**src/hdl/i2p_pkg.sv**
```systemverilog
// ----------------------------------------------------------------------------
// i2p_pkg
// Shared types, codes and lookup functions for the infix-to-postfix converter.
// ----------------------------------------------------------------------------
package i2p_pkg;

  // Expression bytes with a meaning of their own
  localparam logic [7:0] CH_LPAREN = 8'h28;
  localparam logic [7:0] CH_RPAREN = 8'h29;
  localparam logic [7:0] CH_POW    = 8'h5E;
  localparam logic [7:0] CH_MUL    = 8'h2A;
  localparam logic [7:0] CH_DIV    = 8'h2F;
  localparam logic [7:0] CH_ADD    = 8'h2B;
  localparam logic [7:0] CH_SUB    = 8'h2D;
  localparam logic [7:0] CH_SPACE  = 8'h20;

  // Stack entry codes
  localparam logic [2:0] OP_LPAREN = 3'd0;
  localparam logic [2:0] OP_POW    = 3'd1;
  localparam logic [2:0] OP_MUL    = 3'd2;
  localparam logic [2:0] OP_DIV    = 3'd3;
  localparam logic [2:0] OP_ADD    = 3'd4;
  localparam logic [2:0] OP_SUB    = 3'd5;

  localparam int QUEUE_DEPTH = 2;
  localparam int QPTR_W      = $clog2(QUEUE_DEPTH);
  localparam int QCNT_W      = $clog2(QUEUE_DEPTH + 1);

  typedef logic [2:0] op_code_t;
  typedef logic [1:0] prec_t;

  typedef enum logic [2:0] {
    CMD_SKIP,
    CMD_OPERAND,
    CMD_LPAREN,
    CMD_RPAREN,
    CMD_OPER
  } cmd_kind_t;

  typedef struct packed {
    cmd_kind_t  kind;
    op_code_t   code;
    logic [7:0] ch;
    logic       fin;
  } cmd_t;

  typedef enum logic [2:0] {
    BK_CMD,
    BK_RPAR,
    BK_OPER,
    BK_FLUSH,
    BK_FIN
  } back_state_t;

  function automatic logic [7:0] op_char(input op_code_t code);
    logic [7:0] ch;
    unique case (code)
      OP_LPAREN: ch = CH_LPAREN;
      OP_POW:    ch = CH_POW;
      OP_MUL:    ch = CH_MUL;
      OP_DIV:    ch = CH_DIV;
      OP_ADD:    ch = CH_ADD;
      OP_SUB:    ch = CH_SUB;
      default:   ch = CH_LPAREN;
    endcase
    return ch;
  endfunction

  function automatic prec_t op_prec(input op_code_t code);
    prec_t p;
    unique case (code)
      OP_POW:                  p = 2'd3;
      OP_MUL, OP_DIV:          p = 2'd2;
      OP_ADD, OP_SUB:          p = 2'd1;
      default:                 p = 2'd0;
    endcase
    return p;
  endfunction

endpackage

```
**src/hdl/i2p_if.sv**
```systemverilog
// ----------------------------------------------------------------------------
// i2p_if
// Valid/ready channels for expression bytes in and postfix bytes out.
// ----------------------------------------------------------------------------
interface i2p_in_if;
  logic       valid;
  logic       ready;
  logic [7:0] char_code;
  logic       end_of_expr;

  modport source (output valid, output char_code, output end_of_expr, input ready);
  modport sink   (input valid, input char_code, input end_of_expr, output ready);
endinterface

interface i2p_out_if;
  logic       valid;
  logic       ready;
  logic [7:0] out_char;
  logic       last;
  logic       empty_end;
  logic       overflow;

  modport source (output valid, output out_char, output last, output empty_end,
                  output overflow, input ready);
  modport sink   (input valid, input out_char, input last, input empty_end,
                  input overflow, output ready);
endinterface

```
**src/hdl/i2p_front.sv**
```systemverilog
// ----------------------------------------------------------------------------
// i2p_front
// Accepts expression bytes and classifies them into commands for the queue.
// ----------------------------------------------------------------------------
module i2p_front (
  i2p_in_if.sink         expr,
  input  logic           q_full,
  output logic           q_push,
  output i2p_pkg::cmd_t  q_data
);

  assign expr.ready = !q_full;
  assign q_push     = expr.valid && !q_full;

  always_comb begin
    q_data.ch   = expr.char_code;
    q_data.fin  = expr.end_of_expr;
    q_data.code = i2p_pkg::OP_LPAREN;
    q_data.kind = i2p_pkg::CMD_OPERAND;
    unique case (expr.char_code)
      i2p_pkg::CH_SPACE:  q_data.kind = i2p_pkg::CMD_SKIP;
      i2p_pkg::CH_LPAREN: q_data.kind = i2p_pkg::CMD_LPAREN;
      i2p_pkg::CH_RPAREN: q_data.kind = i2p_pkg::CMD_RPAREN;
      i2p_pkg::CH_POW: begin
        q_data.kind = i2p_pkg::CMD_OPER;
        q_data.code = i2p_pkg::OP_POW;
      end
      i2p_pkg::CH_MUL: begin
        q_data.kind = i2p_pkg::CMD_OPER;
        q_data.code = i2p_pkg::OP_MUL;
      end
      i2p_pkg::CH_DIV: begin
        q_data.kind = i2p_pkg::CMD_OPER;
        q_data.code = i2p_pkg::OP_DIV;
      end
      i2p_pkg::CH_ADD: begin
        q_data.kind = i2p_pkg::CMD_OPER;
        q_data.code = i2p_pkg::OP_ADD;
      end
      i2p_pkg::CH_SUB: begin
        q_data.kind = i2p_pkg::CMD_OPER;
        q_data.code = i2p_pkg::OP_SUB;
      end
      default: q_data.kind = i2p_pkg::CMD_OPERAND;
    endcase
  end

endmodule

```
**src/hdl/i2p_queue.sv**
```systemverilog
// ----------------------------------------------------------------------------
// i2p_queue
// Short command queue between the classifier and the stack sequencer.
// ----------------------------------------------------------------------------
module i2p_queue (
  input  logic           clk,
  input  logic           rst,
  input  logic           push,
  input  i2p_pkg::cmd_t  push_data,
  input  logic           pop,
  output logic           full,
  output logic           empty,
  output i2p_pkg::cmd_t  head
);

  i2p_pkg::cmd_t                  entries [i2p_pkg::QUEUE_DEPTH];
  logic [i2p_pkg::QPTR_W-1:0]     wr_ptr;
  logic [i2p_pkg::QPTR_W-1:0]     rd_ptr;
  logic [i2p_pkg::QCNT_W-1:0]     fill;

  localparam logic [i2p_pkg::QPTR_W-1:0] PTR_LAST = i2p_pkg::QPTR_W'(i2p_pkg::QUEUE_DEPTH - 1);
  localparam logic [i2p_pkg::QCNT_W-1:0] FILL_MAX = i2p_pkg::QCNT_W'(i2p_pkg::QUEUE_DEPTH);

  assign full  = (fill == FILL_MAX);
  assign empty = (fill == '0);
  assign head  = entries[rd_ptr];

  always_ff @(posedge clk) begin
    if (push) begin
      entries[wr_ptr] <= push_data;
    end
  end

  always_ff @(posedge clk) begin
    if (rst) begin
      wr_ptr <= '0;
      rd_ptr <= '0;
      fill   <= '0;
    end else begin
      if (push) begin
        wr_ptr <= (wr_ptr == PTR_LAST) ? '0 : wr_ptr + 1'b1;
      end
      if (pop) begin
        rd_ptr <= (rd_ptr == PTR_LAST) ? '0 : rd_ptr + 1'b1;
      end
      if (push && !pop) begin
        fill <= fill + 1'b1;
      end else if (pop && !push) begin
        fill <= fill - 1'b1;
      end
    end
  end

endmodule

```
**src/hdl/i2p_back.sv**
```systemverilog
// ----------------------------------------------------------------------------
// i2p_back
// Operator stack sequencer: one stack access and at most one result a cycle.
// ----------------------------------------------------------------------------
module i2p_back #(
  parameter int STACK_DEPTH = 16
) (
  input  logic           clk,
  input  logic           rst,
  input  logic           q_empty,
  input  i2p_pkg::cmd_t  head,
  output logic           q_pop,
  i2p_out_if.source      postfix
);

  localparam int CNT_W = $clog2(STACK_DEPTH + 1);
  localparam int IDX_W = $clog2(STACK_DEPTH);
  localparam logic [CNT_W-1:0] CNT_FULL = CNT_W'(STACK_DEPTH);

  i2p_pkg::back_state_t  state, state_next;

  logic [2:0]       stack_mem [STACK_DEPTH];
  logic [2:0]       top;
  logic [CNT_W-1:0] count, count_next;
  logic [IDX_W-1:0] rd_idx;
  logic [IDX_W-1:0] wr_idx;
  logic             wr_en;
  logic             overflow_seen;

  // Newest byte of the end request is held back until we know whether it is
  // the last one; bytes of other requests go straight to the output register
  logic             pend_valid;
  logic [7:0]       pend_char;

  logic             ovalid;
  logic [7:0]       ochar;
  logic             olast, oempty, oovf;

  logic             out_free, can_emit, must_pop, cmd_done;
  logic             do_emit, do_pop, do_push, finish;
  logic             out_load;
  logic [7:0]       load_ch;
  logic [7:0]       emit_ch;
  logic [2:0]       push_code;

  assign out_free = !ovalid || postfix.ready;
  assign can_emit = (head.fin && !pend_valid) || out_free;

  assign must_pop = (count != '0) && (top != i2p_pkg::OP_LPAREN) &&
                    ((i2p_pkg::op_prec(top) > i2p_pkg::op_prec(head.code)) ||
                     ((i2p_pkg::op_prec(top) == i2p_pkg::op_prec(head.code)) &&
                      (head.code != i2p_pkg::OP_POW)));

  always_comb begin
    state_next = state;
    do_emit    = 1'b0;
    emit_ch    = head.ch;
    do_pop     = 1'b0;
    do_push    = 1'b0;
    push_code  = head.code;
    q_pop      = 1'b0;
    finish     = 1'b0;
    cmd_done   = 1'b0;
    unique case (state)
      i2p_pkg::BK_CMD: begin
        if (!q_empty) begin
          unique case (head.kind)
            i2p_pkg::CMD_SKIP: cmd_done = 1'b1;
            i2p_pkg::CMD_OPERAND: begin
              if (can_emit) begin
                do_emit  = 1'b1;
                cmd_done = 1'b1;
              end
            end
            i2p_pkg::CMD_LPAREN: begin
              do_push   = 1'b1;
              push_code = i2p_pkg::OP_LPAREN;
              cmd_done  = 1'b1;
            end
            i2p_pkg::CMD_RPAREN: state_next = i2p_pkg::BK_RPAR;
            i2p_pkg::CMD_OPER:   state_next = i2p_pkg::BK_OPER;
            default:             state_next = i2p_pkg::BK_CMD;
          endcase
        end
      end
      i2p_pkg::BK_RPAR: begin
        if (count == '0) begin
          cmd_done = 1'b1;
        end else if (top == i2p_pkg::OP_LPAREN) begin
          do_pop   = 1'b1;
          cmd_done = 1'b1;
        end else if (can_emit) begin
          do_emit = 1'b1;
          emit_ch = i2p_pkg::op_char(top);
          do_pop  = 1'b1;
        end
      end
      i2p_pkg::BK_OPER: begin
        if (must_pop) begin
          if (can_emit) begin
            do_emit = 1'b1;
            emit_ch = i2p_pkg::op_char(top);
            do_pop  = 1'b1;
          end
        end else begin
          do_push  = 1'b1;
          cmd_done = 1'b1;
        end
      end
      i2p_pkg::BK_FLUSH: begin
        if (count == '0) begin
          state_next = i2p_pkg::BK_FIN;
        end else if (can_emit) begin
          do_emit = 1'b1;
          emit_ch = i2p_pkg::op_char(top);
          do_pop  = 1'b1;
        end
      end
      i2p_pkg::BK_FIN: begin
        if (out_free) begin
          finish     = 1'b1;
          q_pop      = 1'b1;
          state_next = i2p_pkg::BK_CMD;
        end
      end
      default: state_next = i2p_pkg::BK_CMD;
    endcase
    if (cmd_done) begin
      if (head.fin) begin
        state_next = i2p_pkg::BK_FLUSH;
      end else begin
        q_pop      = 1'b1;
        state_next = i2p_pkg::BK_CMD;
      end
    end
  end

  // Stack pointer and memory; read port always tracks the next top entry
  assign wr_en  = do_push && (count != CNT_FULL);
  assign wr_idx = count[IDX_W-1:0];

  always_comb begin
    count_next = count;
    if (wr_en) begin
      count_next = count + 1'b1;
    end else if (do_pop) begin
      count_next = count - 1'b1;
    end
  end

  always_comb begin
    logic [CNT_W-1:0] below;
    below  = count_next - 1'b1;
    rd_idx = (count_next == '0) ? '0 : below[IDX_W-1:0];
  end

  always_ff @(posedge clk) begin
    if (wr_en) begin
      stack_mem[wr_idx] <= push_code;
    end
    top <= (wr_en && (wr_idx == rd_idx)) ? push_code : stack_mem[rd_idx];
  end

  // Output register load: direct bytes, or the held byte of the end request
  assign out_load = do_emit && (pend_valid || !head.fin);
  assign load_ch  = head.fin ? pend_char : emit_ch;

  always_ff @(posedge clk) begin
    if (rst) begin
      state         <= i2p_pkg::BK_CMD;
      count         <= '0;
      overflow_seen <= 1'b0;
      pend_valid    <= 1'b0;
      ovalid        <= 1'b0;
    end else begin
      state <= state_next;
      count <= count_next;
      if (do_push && (count == CNT_FULL)) begin
        overflow_seen <= 1'b1;
      end
      if (finish) begin
        overflow_seen <= 1'b0;
      end
      if (do_emit && head.fin) begin
        pend_valid <= 1'b1;
      end else if (finish) begin
        pend_valid <= 1'b0;
      end
      if (out_load || finish) begin
        ovalid <= 1'b1;
      end else if (postfix.ready) begin
        ovalid <= 1'b0;
      end
    end
  end

  always_ff @(posedge clk) begin
    if (do_emit && head.fin) begin
      pend_char <= emit_ch;
    end
    if (out_load) begin
      ochar  <= load_ch;
      olast  <= 1'b0;
      oempty <= 1'b0;
      oovf   <= 1'b0;
    end else if (finish) begin
      ochar  <= pend_valid ? pend_char : 8'h00;
      olast  <= 1'b1;
      oempty <= !pend_valid;
      oovf   <= overflow_seen;
    end
  end

  assign postfix.valid     = ovalid;
  assign postfix.out_char  = ochar;
  assign postfix.last      = olast;
  assign postfix.empty_end = oempty;
  assign postfix.overflow  = oovf;

endmodule

```
**src/hdl/infix_to_postfix_converter_top.sv**
```systemverilog
// ----------------------------------------------------------------------------
// infix_to_postfix_converter_top
// Shunting-yard converter from infix expression bytes to postfix bytes.
// ----------------------------------------------------------------------------
// Bytes are classified on entry and queued (two deep) for a stack sequencer
// that does at most one stack push or pop per clock. A space, operand or '('
// is handled at once; ')' emits operators until its '(' is popped, an operator
// pops those it displaces before it is pushed, and the end byte flushes the
// stack and closes with the marked final result. Results of the end byte are
// delayed by one emission so the final one can carry the last mark; output
// back-pressure stalls the sequencer only when its single output register is
// still full. The stack holds STACK_DEPTH entries (at least 2); a push onto a
// full stack is dropped and reported on the final result.
module infix_to_postfix_converter_top #(
  parameter int STACK_DEPTH = 16
) (
  input  logic       clk,
  input  logic       rst,
  i2p_in_if.sink     expr,
  i2p_out_if.source  postfix
);

  logic           q_full, q_empty, q_push, q_pop;
  i2p_pkg::cmd_t  q_data, q_head;

  i2p_front u_front (
    .expr   (expr),
    .q_full (q_full),
    .q_push (q_push),
    .q_data (q_data)
  );

  i2p_queue u_queue (
    .clk       (clk),
    .rst       (rst),
    .push      (q_push),
    .push_data (q_data),
    .pop       (q_pop),
    .full      (q_full),
    .empty     (q_empty),
    .head      (q_head)
  );

  i2p_back #(
    .STACK_DEPTH (STACK_DEPTH)
  ) u_back (
    .clk     (clk),
    .rst     (rst),
    .q_empty (q_empty),
    .head    (q_head),
    .q_pop   (q_pop),
    .postfix (postfix)
  );

endmodule

```
**src/flat_wrapper.sv**
```systemverilog
// flat-port wrapper written by rule: the top's interface ports become plain ports
module infix_to_postfix_converter_top_flat 
#(
  parameter int STACK_DEPTH = 16
)
  (clk, rst, expr_valid, expr_char_code, expr_end_of_expr, expr_ready, postfix_valid, postfix_out_char, postfix_last, postfix_empty_end, postfix_overflow, postfix_ready);
  i2p_in_if expr_i ();
  i2p_out_if postfix_i ();
  input  logic clk;
  input  logic rst;
  input wire logic [$bits(expr_i.valid)-1:0] expr_valid;
  input wire logic [$bits(expr_i.char_code)-1:0] expr_char_code;
  input wire logic [$bits(expr_i.end_of_expr)-1:0] expr_end_of_expr;
  output wire logic [$bits(expr_i.ready)-1:0] expr_ready;
  output wire logic [$bits(postfix_i.valid)-1:0] postfix_valid;
  output wire logic [$bits(postfix_i.out_char)-1:0] postfix_out_char;
  output wire logic [$bits(postfix_i.last)-1:0] postfix_last;
  output wire logic [$bits(postfix_i.empty_end)-1:0] postfix_empty_end;
  output wire logic [$bits(postfix_i.overflow)-1:0] postfix_overflow;
  input wire logic [$bits(postfix_i.ready)-1:0] postfix_ready;
  assign expr_i.valid = expr_valid;
  assign expr_i.char_code = expr_char_code;
  assign expr_i.end_of_expr = expr_end_of_expr;
  assign expr_ready = expr_i.ready;
  assign postfix_valid = postfix_i.valid;
  assign postfix_out_char = postfix_i.out_char;
  assign postfix_last = postfix_i.last;
  assign postfix_empty_end = postfix_i.empty_end;
  assign postfix_overflow = postfix_i.overflow;
  assign postfix_i.ready = postfix_ready;
  infix_to_postfix_converter_top #(.STACK_DEPTH(STACK_DEPTH)) u_core (.clk(clk), .rst(rst), .expr(expr_i), .postfix(postfix_i));
endmodule
```
**config.mk**
```make
export PLATFORM = sky130hd
export DESIGN_NAME = infix_to_postfix_converter_top_flat
export DESIGN_NICKNAME = d
export VERILOG_FILES = /design/src/hdl/i2p_pkg.sv /design/src/hdl/i2p_if.sv /design/src/hdl/i2p_front.sv /design/src/hdl/i2p_queue.sv /design/src/hdl/i2p_back.sv /design/src/hdl/infix_to_postfix_converter_top.sv /design/src/flat_wrapper.sv
export SDC_FILE = /design/constraint.sdc
export NUM_CORES = 1
export LEC_CHECK = 0
export BUFFER_PORTS_ARGS = -buffer_cell sky130_fd_sc_hd__buf_2
export CAP_MARGIN = 15
export CORE_MARGIN = 2
export CORE_UTILIZATION = 56
export DETAILED_ROUTE_END_ITERATION = 10
export PLACE_DENSITY = 0.83
export SYNTH_ARGS = -nofsm -noshare
export SYNTH_HDL_FRONTEND = slang
export SYNTH_SLANG_ARGS = --single-unit
export TNS_END_PERCENT = 5
```
**constraint.sdc**
```tcl
create_clock -name clk -period 4.3 [get_ports clk]
set_clock_uncertainty 0.15 [all_clocks]
set_input_delay 0.43 -clock clk [delete_from_list [all_inputs] [get_ports clk]]
set_output_delay 0.43 -clock clk [all_outputs]
set_load 0.05 [all_outputs]
```
## After elaboration in Yosys (flattened, before gate mapping)

Memories as Yosys holds them, arrays and structs flattened. A register that Yosys moved wholly into a read port is not among the register bits.
Cells that the tools add are included.

| word-level totals | value |
|---|---|
| flip-flop bits (word level) | 34 |
| RAM bits | 78 |
| output and inout bits | 13 |
| logic and storage cells | 169 |
| memories | 2 |

Memory list:

| name | words | width | read ports | clocked after Yosys merged registers in | write ports | line | text |
|---|---|---|---|---|---|---|---|
| u_core.u_back.stack_mem | 16 | 3 | 1 | 1 | 1 | i2p_back.sv:22 | `logic [2:0] stack_mem [STACK_DEPTH];` |
| u_core.u_queue.entries | 2 | 15 | 1 | 1 | 1 | i2p_queue.sv:16 | `i2p_pkg::cmd_t entries [i2p_pkg::QUEUE_DEPTH];` |

| operators by class | value |
|---|---|
| add/sub/neg operators | 7 |
| $lt $le $gt $ge | 1 |
| eq/ne operators | 36 |
| multiplexer cells | 66 |
| reduce and logical (&&, ||, !) cells | 44 |

Operator list:

| kind | count |
|---|---|
| $mux W8 | 9 |
| $eq A8 B6 Y1 const B | 7 |
| $pmux W7 S5 | 1 |
| $mux W1 | 31 |
| $eq A3 B2 Y1 const B | 8 |
| $pmux W3 S4 | 2 |
| $pmux W8 S3 | 1 |
| $mux W3 | 7 |
| $eq A3 B3 Y1 const B | 6 |
| $pmux W3 S5 | 1 |
| $reduce_or A2 Y1 | 7 |
| $eq A3 B1 Y1 const B | 4 |
| $ne A3 B3 Y1 const B | 4 |
| $pmux W2 S3 | 2 |
| $logic_and A1 B1 Y1 | 11 |
| $logic_not A5 Y1 | 2 |
| $mux W5 | 2 |
| $logic_not A3 Y1 | 3 |
| $pmux W3 S3 | 1 |
| $eq A8 B7 Y1 const B | 1 |
| $reduce_bool A2 Y1 | 4 |
| $logic_not A1 Y1 | 6 |
| $mux W2 | 3 |
| $pmux W1 S3 | 2 |
| other kinds (23) | 29 |

## Logic depth before layout (Yosys ltp)

Gate-level depths: netlist (run 1).

| depth | value |
|---|---|
| word-level depth | 13 |
| mapped depth | 20 |
| mapped depth without buffers | 18 |

## Cells and area by module

Synthesis (run 1) repeated with hierarchy kept, for this count alone.

| second synthesis, totals | value |
|---|---|
| cell total of the unflattened synthesis | 464 |
| area, all modules | 5679.2 um^2 |

Modules (own cells, without submodules):

| module | instances | cells an instance | area each (um^2) |
|---|---|---|---|
| i2p_back | 1 | 363 | 4175.3 |
| i2p_queue | 1 | 69 | 1290.0 |
| i2p_front | 1 | 32 | 214.0 |

## Least setup slack after synthesis (run 1)

No wires, ideal clock.

| path | value |
|---|---|
| kind | flip-flop to flip-flop |
| from | register (tool-made name) |
| to | register u_core.u_queue.fill[1] (netlist name) |
| setup time | 0.070 ns |
| arrival time | 3.967 ns |
| required time | 4.080 ns |
| slack | 0.113 ns |
| stages on the path, launching flop included | 18 |
| period minus slack after synthesis | 4.187 ns |
| path through | dfxtp_1 > buf_6 > buf_6 > nor2b_1 > a22o_1 > o41ai_1 > o21bai_1 > ha_1 > o2111a_1 > or2_2 > nor2_1 > nand2_1 > a211oi_1 > o21ai_0 > inv_1 > ha_1 > or3_1 > a21oi_1 |

RTL lines:

| element | line | text |
|---|---|---|
| end signal, assigned | i2p_queue.sv:47 | `fill <= fill + 1'b1;` |
| end signal, assigned | i2p_queue.sv:49 | `fill <= fill - 1'b1;` |
| end, declared | i2p_queue.sv:19 | `logic [i2p_pkg::QCNT_W-1:0] fill;` |

==> results of run 1 <==
## power breakdown
part,switching (W),total (W),internal [W]
logic,0.00171,0.00299,0.00129
registers,0.000201,0.00173,0.00152
clock network,0.000569,0.00136,0.000792
total,0.00248,0.00608,0.00360
## final cells by class
class / count / area (um2)
Timing Repair Buffer: 67 / 475.5
Tap cell: 136 / 170.2
Inverter: 13 / 48.80
Sequential cell: 117 / 3288
Fill cell: 668 / 3123
Clock inverter: 15 / 158.9
Multi-Input combinational cell: 316 / 2506
Clock buffer: 17 / 414.1
## timing repair
action / in CTS / in global routing
endpoints found under the setup margin: 32 / 35
pin swaps: 0 / 11
buffers inserted: 0 / 3
hold endpoints to repair: 10 / 2
hold buffers: 5 / 1
gates resized for setup: 9 / 29
## worst max-delay path, stage by stage (launching register included)
cell	delay, ns
dfxtp_4	0.42
mux4_2	0.52
mux2_4	0.32
inv_2	0.08
nand2_2	0.06
o21ai_2	0.20
nor2_1	0.08
ha_1	0.35
o2111a_2	0.20
or2_4	0.27
nor3_2	0.25
a21oi_2	0.12
or4_1	0.52
a32oi_2	0.20
xor3_1	0.24
a31oi_1	0.14
## cells in the mapped netlist (all sizes together) (4+ instances only)
cell type | number | area (um2)
ha | 10 | 125.1
o21ai | 13 | 65.06
xnor2 | 4 | 35.03
a41oi | 4 | 42.55
xor2 | 6 | 60.06
a21oi | 23 | 118.9
mux2i | 25 | 250.2
edfxtp | 94 | 2823
inv | 13 | 48.80
and2 | 10 | 63.81
nand2 | 32 | 120.1
clkbuf | 8 | 30.03
nor3 | 7 | 46.30
nor2b | 5 | 31.28
mux2 | 19 | 225.2
buf | 10 | 77.57
mux4 | 8 | 180.2
nor2 | 54 | 205.2
a22oi | 4 | 43.79
and3 | 11 | 73.82
a31oi | 4 | 40.04
dfxtp | 23 | 460.4
a211oi | 6 | 45.04
nor3b | 5 | 37.54
nand3 | 7 | 35.03
nand2b | 7 | 43.79
and4 | 4 | 35.03
## cell families (layout without fill, tap and decap cells)
kind of cell | after synthesis | in the layout
AO/OA/AOI/OAI | 82 | 82
XOR/XNOR | 11 | 11
adder cells (fa/ha/maj) | 10 | 10
buffers and inverters | 31 | 112
flip-flops | 117 | 117
multiplexers | 52 | 52
AND/OR/NAND/NOR | 161 | 161
## stage by stage
| step | setup slack [ns] | power (W) |
|---|---|---|
| final | 0.1141 | 0.006083 |
| after global placement | -0.01240 | 0.004177 |
| after detailed placement | -0.2111 | 0.004281 |
| after global routing | -0.04873 | 0.006375 |
| after floorplan | 0.1132 | 0.003533 |
| after CTS | 0.02344 | 0.005735 |
## how the worst min path moves through the flow
stage	startpoint	endpoint
floorplan	u_core.u_back.overflow_seen	u_core.u_back.postfix.overflow
global placement	u_core.u_back.postfix.overflow	u_core.u_back.postfix.overflow
detailed placement	u_core.u_back.postfix.last	u_core.u_back.postfix.last
CTS	expr_char_code[3]	u_core.u_queue.entries[1][4]
global route	expr_char_code[1]	u_core.u_queue.entries[0][2]
finish	expr_char_code[1]	u_core.u_queue.entries[1][2]
## routing by layer
layer  share of wire [%]  up-vias
met4                 2.2        0
met2                  52      228
met3                 6.5       40
met1                  40     2069
li1                    -     1908
met5                   0        -
## sequential cells by signal, indices dropped and copies added (netlist names), named ones only
register and cells:
u_core.u_back.pend_valid 1, u_core.u_back.postfix.overflow 1, u_core.u_back.stack_mem 48, u_core.u_back.postfix.empty_end 1, u_core.u_back.pend_char 8, u_core.u_queue.fill 2, u_core.u_queue.entries 30, u_core.u_back.state 3
u_core.u_back.postfix.last 1, u_core.u_back.overflow_seen 1, u_core.u_back.postfix.out_char 8, u_core.u_queue.rd_ptr 1, u_core.u_queue.wr_ptr 1, u_core.u_back.count 5, u_core.u_back.postfix.valid 1
==> impl_summary.txt, run 1 <==
----------------------------------------------------
[Status]
  Status ... finished, final reports clean

[Synth]
  Cell count after synthesis ... 464
  Simple-gate share of the synthesized area ... ~15%
  Synthesized net count ... 487
  Arithmetic-cell share of the synthesized area counting full adders, half adders and majority gates ... 2.157%
  Post-Synthesis Cell Area ... 5802 um2
  Top flip-flop cell by instance count after synthesis ... edfxtp_1
  Mean Syn Cell Area ... 12.50 um2
  Share of the synthesized area in compound gates (AO/OA/AOI/OAI) ... approximately a tenth
  Mux contribution to synthesized area ... 11.30%
  Dominant combinational cell family by area after synthesis ... simple AND/OR/NAND/NOR gates
  Post-synthesis cell type count ... 73
  Number of enable-type register cells in the synthesized netlist ... 94
  Fraction of registers with async set or reset after synthesis ... 0%
  Sequential element share of the synthesized area ... 56.59%
  Total number of yosys warnings ... 0
  Number of flip-flops and latches in the synthesized netlist ... 117
  Xor-xnor portion of the synthesized cell area ... 2.049%

[Place]
  Number of instances in the placed design ... 640
  RePlAce Congestion ... about 0.9
  Half-perimeter wire length of the detailed placement result ... 9103 um
  Number of I/O port buffers ... 25
  Placement-stage cell area ... 6250 um2

[Detailed routing]
  DRC violation count after routing ... 0
  TritonRoute pass-1 iters ... 6
  First-iteration detailed-routing DRC count ... roughly 350
  Total Wirelength ... 14000 um
  Via count ... 4245
  Antenna-violating nets left ... 0
  Avg WL per Cell ... between 20 and 25 um
  Via density ... 6.233

[Global route]
  Met1 Use GR ... about a third
  Pin count of the biggest net entering global routing ... 23
  Vias in the first global route ... between 4000 and 5000
  Most Used Layer, Global Route ... met2
  Combined global-route utilization of all metal layers ... between 20% and 30%
  Global Route met2 Usage ... approximately 42%
  GRT overflow ... 0
  Antenna violations before repair ... 0
  First-pass GRT wire length ... 21470 um
  Grt met3 use ... 4.947%

[STA]
  Pin slew with the least headroom to its limit ... 1.113 ns
  Period Utilization, post-route ... 97.35%
  Fmax achieved ... 0.2389 GHz
  Final number of max-transition violations ... 0
  Setup repair after global routing missed its margin ... yes
  Hold slack final ... 0.05142 ns
  Final hold violation count ... 0
  Sum Neg Setup Slack ... 0 ns
  Final count of negative-setup-slack endpoints ... 0
  Max-Slew Margin vs Limit ... around a quarter
  Shortest period the worst path allows ... 4.186 ns

[Worst setup path]
  Peak fanout along the critical path ... 6
  Worst setup path class ... flip-flop to flip-flop
  FF-to-FF path depth ... 15
  Critical path data required time ... 4.59 ns
  Startpoint Class ... flip-flop
  Critical Path AT ... 4.48 ns
  Nature of the critical path endpoint ... flip-flop
  Slack of the worst reg-to-reg path ... 0.11 ns

[CTS]
  Number of buffers created by CTS ... 17
  Clock tree from TritonCTS ... built
  Clock latency of the later-clocked register in the worst-skew pair ... 0.52 ns
  Maximum level of the CTS H-tree ... 4
  CTS sink cnt ... 117
  Buffer cell driving the clock tree root ... clkbuf_8
  Register clock-pin slew on the reported worst setup and hold paths ... 0.07 ns
  Clk buf depth ... 2

[Die]
  Area of the core ... 10180 um2
  Die Footprint ... 11190 um2
  Floorplan row count ... 37
  Starting utilization of the core area ... 56.97%
  Die extent in x ... 105.8 um
  Height of the die ... 105.8 um
  I/O pin count ... 26

[Power and ir drop]
  Power per cell area ... 861.3 nW/um2
  Static power due to leakage ... 2.635 nW
  Maximum resistive drop on vdd ... approximately 0.40 mV

[Final layout]
  Syn-to-layout area delta ... 21.72%
  Commonest cells after routing, fill and taps aside ... edfxtp_1, nor2_1, buf_4
  Final non-filler cell area ... between 7000 and 8000 um2
  Most common cell after layout, fill and taps aside ... edfxtp_1
  Share of cells above drive strength 1 ... around 30%
  Final std cells w/o fill ... about 700
  Antenna diode count ... 0
  Final #Nets ... 555
  Final standard cell utilization of the core ... 69.34%

[Min path]
  Kind of path behind the tightest hold check ... input pin to flip-flop
  Number of cells on the worst hold path ... 1

[Flow run]
  Number of maximum-capacitance violations ... 0

----------------------------------------------------
No activity file was read; power rests on OpenSTA's default activity.
==> run 2, diff against run 1 <==
--- a/config.mk
+++ b/config.mk
@@ -5,12 +5,13 @@
 export SDC_FILE = /design/constraint.sdc
 export NUM_CORES = 1
 export LEC_CHECK = 0
+export ABC_AREA = 1
 export BUFFER_PORTS_ARGS = -buffer_cell sky130_fd_sc_hd__buf_2
 export CAP_MARGIN = 15
 export CORE_MARGIN = 2
-export CORE_UTILIZATION = 56
+export CORE_UTILIZATION = 60
 export DETAILED_ROUTE_END_ITERATION = 10
-export PLACE_DENSITY = 0.83
+export PLACE_DENSITY = 0.85
 export SYNTH_ARGS = -nofsm -noshare
 export SYNTH_HDL_FRONTEND = slang
 export SYNTH_SLANG_ARGS = --single-unit
==> constraint.sdc (replaced) <==
create_clock -name clk -period 4.05 [get_ports clk]
set_clock_uncertainty 0.15 [all_clocks]
set_input_delay 0.405 -clock clk [delete_from_list [all_inputs] [get_ports clk]]
set_output_delay 0.405 -clock clk [all_outputs]
set_load 0.05 [all_outputs]
==> run 2 against run 1 <==
  * Flip-flop and latch count stayed put
  * Critical path depth is 13 higher
  * Maximum frequency is 7.3% higher
==> impl_summary.txt, run 2 <==
----------------------------------------------------
[Synth]
  Cell count after synthesis ... 639
  Dominant cell type by area after synthesis ... edfxtp_1
  Fraction of registers with async set or reset after synthesis ... 0%
  Synthesized net count ... 662
  Leading post-synthesis cells by instance count ... nand2_1, edfxtp_1, inv_1
  Mean Syn Cell Area ... 9.031 um2
  Number of flip-flops and latches in the synthesized netlist ... 117
  Area share of the largest cell type after synthesis ... about half
  Leading cell type by number of instances after synthesis ... nand2_1
  Sequential element share of the synthesized area ... 56.90%
  Post-Synthesis Cell Area ... 5771 um2
  Largest cells by area after synthesis ... edfxtp_1, nand2_1, dfxtp_1
  Post-synthesis cell type count ... 38
  Top flip-flop cell by instance count after synthesis ... edfxtp_1
  Number of enable-type register cells in the synthesized netlist ... 94
  Total number of yosys warnings ... 0

[Final layout]
  Syn-to-layout area delta ... 17.78%
  Largest register by flop count ... u_core.u_back.stack_mem
  Final #Nets ... 713
  Largest register FFs ... 48
  Antenna diode count ... 0
  Largest registers ranked by flip-flop count ... u_core.u_back.stack_mem (48), u_core.u_queue.entries (30)
  Share of cells above drive strength 1 ... between 10% and 20%
  Most common cell after layout, fill and taps aside ... nand2_1
  Commonest cells after routing, fill and taps aside ... nand2_1, edfxtp_1, inv_1
  Number of fill cells in the layout ... 656
  Final std cells w/o fill ... 832

[Die]
  Die extent in x ... 102.1 um
  Die Footprint ... 10420 um2
  Floorplan row count ... 35
  Starting utilization of the core area ... 62.16%
  I/O pin count ... 26
  Height of the die ... just over 100 um
  Area of the core ... 9284 um2

[Global route]
  GRT overflow ... 0
  Vias in the first global route ... roughly 4500
  Antenna violations before repair ... 0
  Combined global-route utilization of all metal layers ... 27.28%
  First-pass GRT wire length ... between 20000 and 25000 um
  Pin count of the biggest net entering global routing ... 26

[CTS]
  Maximum level of the CTS H-tree ... 4
  Buffer cell driving the clock tree root ... clkbuf_8
  Clk buf depth ... 2
  Register clock-pin slew on the reported worst setup and hold paths ... 0.06 ns
  Clock tree from TritonCTS ... built
  Clock latency of the later-clocked register in the worst-skew pair ... 0.52 ns
  Number of buffers created by CTS ... 17
  CTS sink cnt ... 117

[Detailed routing]
  Total Wirelength ... 13500 um
  Met3 wire length ... about 1100 um
  Via count ... 4759
  Routed wl met2 ... 6620 um
  Uppermost routed layer ... met4
  First-iteration detailed-routing DRC count ... 692
  Via density ... 5.720
  Antenna-violating nets left ... 0
  TritonRoute pass-1 iters ... 6
  Wl on met1 ... 5334 um
  DRC violation count after routing ... 0
  Avg WL per Cell ... 16.23 um

[Worst setup path]
  FF-to-FF path depth ... 28
  Slack of the worst reg-to-reg path ... 0.15 ns
  Nature of the critical path endpoint ... flip-flop
  Most used cell along the critical path ... nand2_1
  Critical Path AT ... 4.17 ns
  Startpoint Class ... flip-flop
  Critical path data required time ... 4.32 ns
  Peak fanout along the critical path ... 24
  Stage delay of the slowest cell on the critical path ... 0.35 ns
  Worst setup path class ... flip-flop to flip-flop
  Master of the slowest instance on the critical path ... dfxtp_2

[Power and ir drop]
  Final total power ... 0.006334 W
  Static power due to leakage ... 2.910 nW
  Maximum resistive drop on vdd ... 0.5095 mV
  Power per cell area ... around 930 nW/um2

[Flow run]
  Number of maximum-capacitance violations ... 0

[STA]
  Final hold violation count ... 0
  Max-Slew Margin vs Limit ... 55.50%
  Shortest period the worst path allows ... between 3 and 4 ns
  Pin slew with the least headroom to its limit ... 0.6650 ns
  Fmax achieved ... 0.2564 GHz
  Period Utilization, post-route ... a little over nine tenths
  Final number of max-transition violations ... 0
  Final count of negative-setup-slack endpoints ... 0

[Place]
  Number of instances in the placed design ... 788
  RePlAce Congestion ... around 1
  Half-perimeter wire length of the detailed placement result ... 8788 um
  Number of I/O port buffers ... 25

[Status]
  Status ... finished, final reports clean

[Min path]
  Kind of path behind the tightest hold check ... input pin to flip-flop

----------------------------------------------------
[run 2: cell types whose count changed after synthesis, moves of 9 or more]
cell     before  now
and2_1        9    0
and3_1       10    0
inv_1        13   90
mux2_2       16    0
mux2i_1      25    5
nand2_1      32  160
nand3_1       7   66
o21ai_0      12   32
[run 2: cells by family after synthesis]
| family | after synthesis | share of synthesized area (%) |
|---|---|---|
| multiplexers | 5 | 0.8673 |
| AND/OR/NAND/NOR | 319 | 23.92 |
| buffers and inverters | 108 | 8.001 |
| flip-flops | 117 | 56.90 |
| AO/OA/AOI/OAI | 73 | 7.091 |
| adder cells (fa/ha/maj) | 10 | 2.168 |
| XOR/XNOR | 7 | 1.062 |
[run 2: cell type report]
class / instances / area, um2 / share of cell area [%]
flip-flops and latches: 117 / 3286 / 48.34
multi-input cells: 414 / 2041 / 30.03
clock buffers: 17 / 414.1 / 6.094
inverters: 95 / 367.9 / 5.412
repair buffers: 44 / 315.3 / 4.639
clock inverters: 15 / 203.9 / 3.001
well taps: 129 / 161.4 / 2.375
repair inverters: 1 / 7.507 / 0.1105
[run 2: worst min path at each step]
| stage | from | cells past startpoint | endpoint | slack [ns] |
|---|---|---|---|---|
| 2_1_floorplan | u_core.u_queue.rd_ptr | 1 | flip-flop | 0.28 |
| 3_5_place_dp | u_core.u_back.postfix.last | 2 | u_core.u_back.postfix.last | 0.30 |
| 4_1_cts | expr_char_code[0] | 1 | u_core.u_queue.entries[0][1] | 0.004 |
| 5_1_grt | expr_char_code[2] | 1 | u_core.u_queue.entries[1][3] | 0.008 |
| 3_3_place_gp | u_core.u_back.postfix.last | 2 | u_core.u_back.postfix.last | 0.28 |
| 6_report | expr_char_code[2] | 1 | u_core.u_queue.entries[1][3] | 0.02 |
[run 2: critical path, delay by kind of cell, from the launching register on]
| family | cells | cell delay, ns |
|---|---|---|
| AO/OA/AOI/OAI | 4 | 0.40 |
| AND/OR/NAND/NOR | 16 | 1.80 |
| flip-flops | 1 | 0.35 |
| buffers and inverters | 6 | 0.56 |
| adder cells (fa/ha/maj) | 2 | 0.52 |
[run 2: report_power, final]
part           switching, W  internal [W]
Clock              0.000562       0.00100
Sequential         0.000145       0.00164
Combinational       0.00206      0.000922
Total               0.00277       0.00357
[run 2: metrics by stage]
stage | area [um2] | TNS (ns) | hold WS [ns] | worst slack, ns | utilization, %
after global routing | 6797 | -0.06232 | 0.007977 | -0.04595 | 73.21
final | 6797 | 0 | 0.01687 | 0.1501 | 73.21
after detailed placement | 6030 | 0 | 0.2961 | 0.1542 | 64.95
after global placement | 6030 | 0 | 0.2825 | 0.3995 | 64.95
after floorplan | 5771 | 0 | 0.2756 | 0.6433 | -
after CTS | 6718 | 0 | 0.004173 | 0.07269 | 72.36
[run 2: what timing repair did]
item                                    in CTS  in global routing
gates resized for setup                      0                 13
hold endpoints to repair                    14                  0
buffers inserted                             0                  2
hold buffers                                 7                  0
endpoints found under the setup margin       0                 59
[run 2: routing by layer]
metal  vias up  track usage, %
met4         0           12.31
met3        55           5.882
met2       287           46.10
li1       2223               -
met5         -               0
met1      2194           33.82
==> run 3, diff against run 2 <==
--- a/config.mk
+++ b/config.mk
@@ -9,9 +9,9 @@
 export BUFFER_PORTS_ARGS = -buffer_cell sky130_fd_sc_hd__buf_2
 export CAP_MARGIN = 15
 export CORE_MARGIN = 2
-export CORE_UTILIZATION = 60
+export CORE_UTILIZATION = 55
 export DETAILED_ROUTE_END_ITERATION = 10
-export PLACE_DENSITY = 0.85
+export PLACE_DENSITY = 0.79
 export SYNTH_ARGS = -nofsm -noshare
 export SYNTH_HDL_FRONTEND = slang
 export SYNTH_SLANG_ARGS = --single-unit
==> run 3 against run 2 <==
  * Utilization decreased by 7.8 points
  * First-iteration DRC count decreased by 29%
  * Global-route usage decreased by 4.2 points
  * Flip-flop and latch count did not move
  * Highest routed layer unchanged
==> impl_summary.txt, run 3 (same netlist as run 2, synthesis figures left out) <==
----------------------------------------------------
[Worst setup path]
  Crit path max-delay family ... simple AND/OR/NAND/NOR gates
  Startpoint Class ... flip-flop
  Nature of the critical path endpoint ... flip-flop
  Worst setup path class ... flip-flop to flip-flop
  Stage delay of the slowest cell on the critical path ... 0.36 ns
  Most used cell along the critical path ... nand2_2
  Peak fanout along the critical path ... 24
  Crit path buf inv count ... 6
  Critical path data required time ... 4.31 ns
  Master of the slowest instance on the critical path ... dfxtp_4
  Critical Path AT ... 4.00 ns

[Detailed routing]
  Total Wirelength ... 12440 um
  Antenna-violating nets left ... 0
  Via count ... 4503
  TritonRoute pass-1 iters ... 5
  DRC violation count after routing ... 0
  First-iteration detailed-routing DRC count ... 492
  Via density ... 5.354
  Avg WL per Cell ... 14.79 um

[Die]
  Die extent in x ... 106.4 um
  Height of the die ... roughly 110 um
  Area of the core ... 10280 um2
  Floorplan row count ... 37
  I/O pin count ... 26
  Die Footprint ... 11330 um2
  Starting utilization of the core area ... 56.15%

[STA]
  Final count of negative-setup-slack endpoints ... 0
  Fmax achieved ... ~0.27 GHz
  PnR worst setup slack ... between 0.3 and 0.4 ns
  Final hold violation count ... 0
  Hold slack final ... 0.03566 ns
  Shortest period the worst path allows ... 3.748 ns
  Period Utilization, post-route ... 92.54%
  Max-Slew Margin vs Limit ... 53.82%
  Pin slew with the least headroom to its limit ... 0.6874 ns
  Final number of max-transition violations ... 0

[CTS]
  Clk buf depth ... 2
  Clock latency of the later-clocked register in the worst-skew pair ... 0.53 ns
  Register clock-pin slew on the reported worst setup and hold paths ... about 0.05 ns
  Number of buffers created by CTS ... 17
  Maximum level of the CTS H-tree ... 4
  Clock tree from TritonCTS ... built
  CTS sink cnt ... 117
  Buffer cell driving the clock tree root ... clkbuf_8

[Final layout]
  Share of cells above drive strength 1 ... 14.33%
  Most common cell after layout, fill and taps aside ... nand2_1
  Largest register FFs ... 48
  Syn-to-layout area delta ... 16.57%
  Antenna diode count ... 0
  Largest registers ranked by flip-flop count ... u_core.u_back.stack_mem (48), u_core.u_queue.entries (30)
  Final std cells w/o fill ... between 800 and 900
  Final #Nets ... between 700 and 800
  Commonest cells after routing, fill and taps aside ... nand2_1, edfxtp_1, inv_1
  Largest register by flop count ... u_core.u_back.stack_mem

[Power and ir drop]
  Static power due to leakage ... 2.891 nW
  Final total power ... 0.005907 W
  Maximum resistive drop on vdd ... 0.4966 mV
  Power per cell area ... 878.2 nW/um2

[Global route]
  Combined global-route utilization of all metal layers ... 23.08%
  GRT overflow ... 0
  Antenna violations before repair ... 0
  Vias in the first global route ... 4290
  Pin count of the biggest net entering global routing ... 26
  First-pass GRT wire length ... 20000 um

[Place]
  RePlAce Congestion ... between 0.9 and 1
  Post-Place Setup Slack ... 0.1950 ns
  Number of I/O port buffers ... 25
  Number of instances in the placed design ... 796
  Half-perimeter wire length of the detailed placement result ... 8507 um

[Status]
  Status ... finished, final reports clean

[Min path]
  Source of the worst hold timing path ... rst
  Kind of path behind the tightest hold check ... input pin to flip-flop

[Flow run]
  Number of maximum-capacitance violations ... 0

----------------------------------------------------
run 3: final cells by class:
cell class	instances	area, um2
multi-input combinational	414	2042
fill	793	3551
sequential	117	3287
timing repair buffer	47	342.8
clock buffer	26	488.0
clock inverter	6	28.78
tap	136	170.2
inverter	95	367.9
run 3: metal layers:
metal  track usage [%]  vias up  wire (um)
li1                  -     2211          -
met1             29.78     2088       5370
met2             37.09      180       5972
met3             6.683       24        910
met4             8.720        0        184
met5                 0        -          0
run 3: per-stage QoR:
stage               util (%)  cell area, um2  setup TNS, ns
floorplan                  -            5771              0
global placement       58.83            6046              0
detailed placement     58.83            6046              0
CTS                    64.73            6653              0
global route           65.45            6726       -0.01309
finish                 65.45            6726              0
run 3: what timing repair did:
item | in CTS | in global routing
resized for setup | 0 | 11
setup endpoints to repair | 0 | 13
hold endpoints to repair | 18 | 0
buffers inserted | 0 | 3
hold buffers | 9 | 0
run 3: path summary, 6_finish.rpt:
path / to / slack, ns / cells past startpoint
worst max register to register: u_core.u_queue.fill[1] / 0.30 / 27
worst min-delay path: u_core.u_back.state[2] / 0.04 / 2
worst min register to register: u_core.u_back.postfix.last / 0.29 / 2
worst max-delay path: u_core.u_queue.fill[1] / 0.30 / 27
run 3: report_power, final:
part / internal, W / leakage (nW) / switching (W)
Sequential: 0.00165 / 1.05 / 0.000137
Clock: 0.000807 / 0.260 / 0.000476
Combinational: 0.000905 / 1.58 / 0.00194
Total: 0.00336 / 2.89 / 0.00255
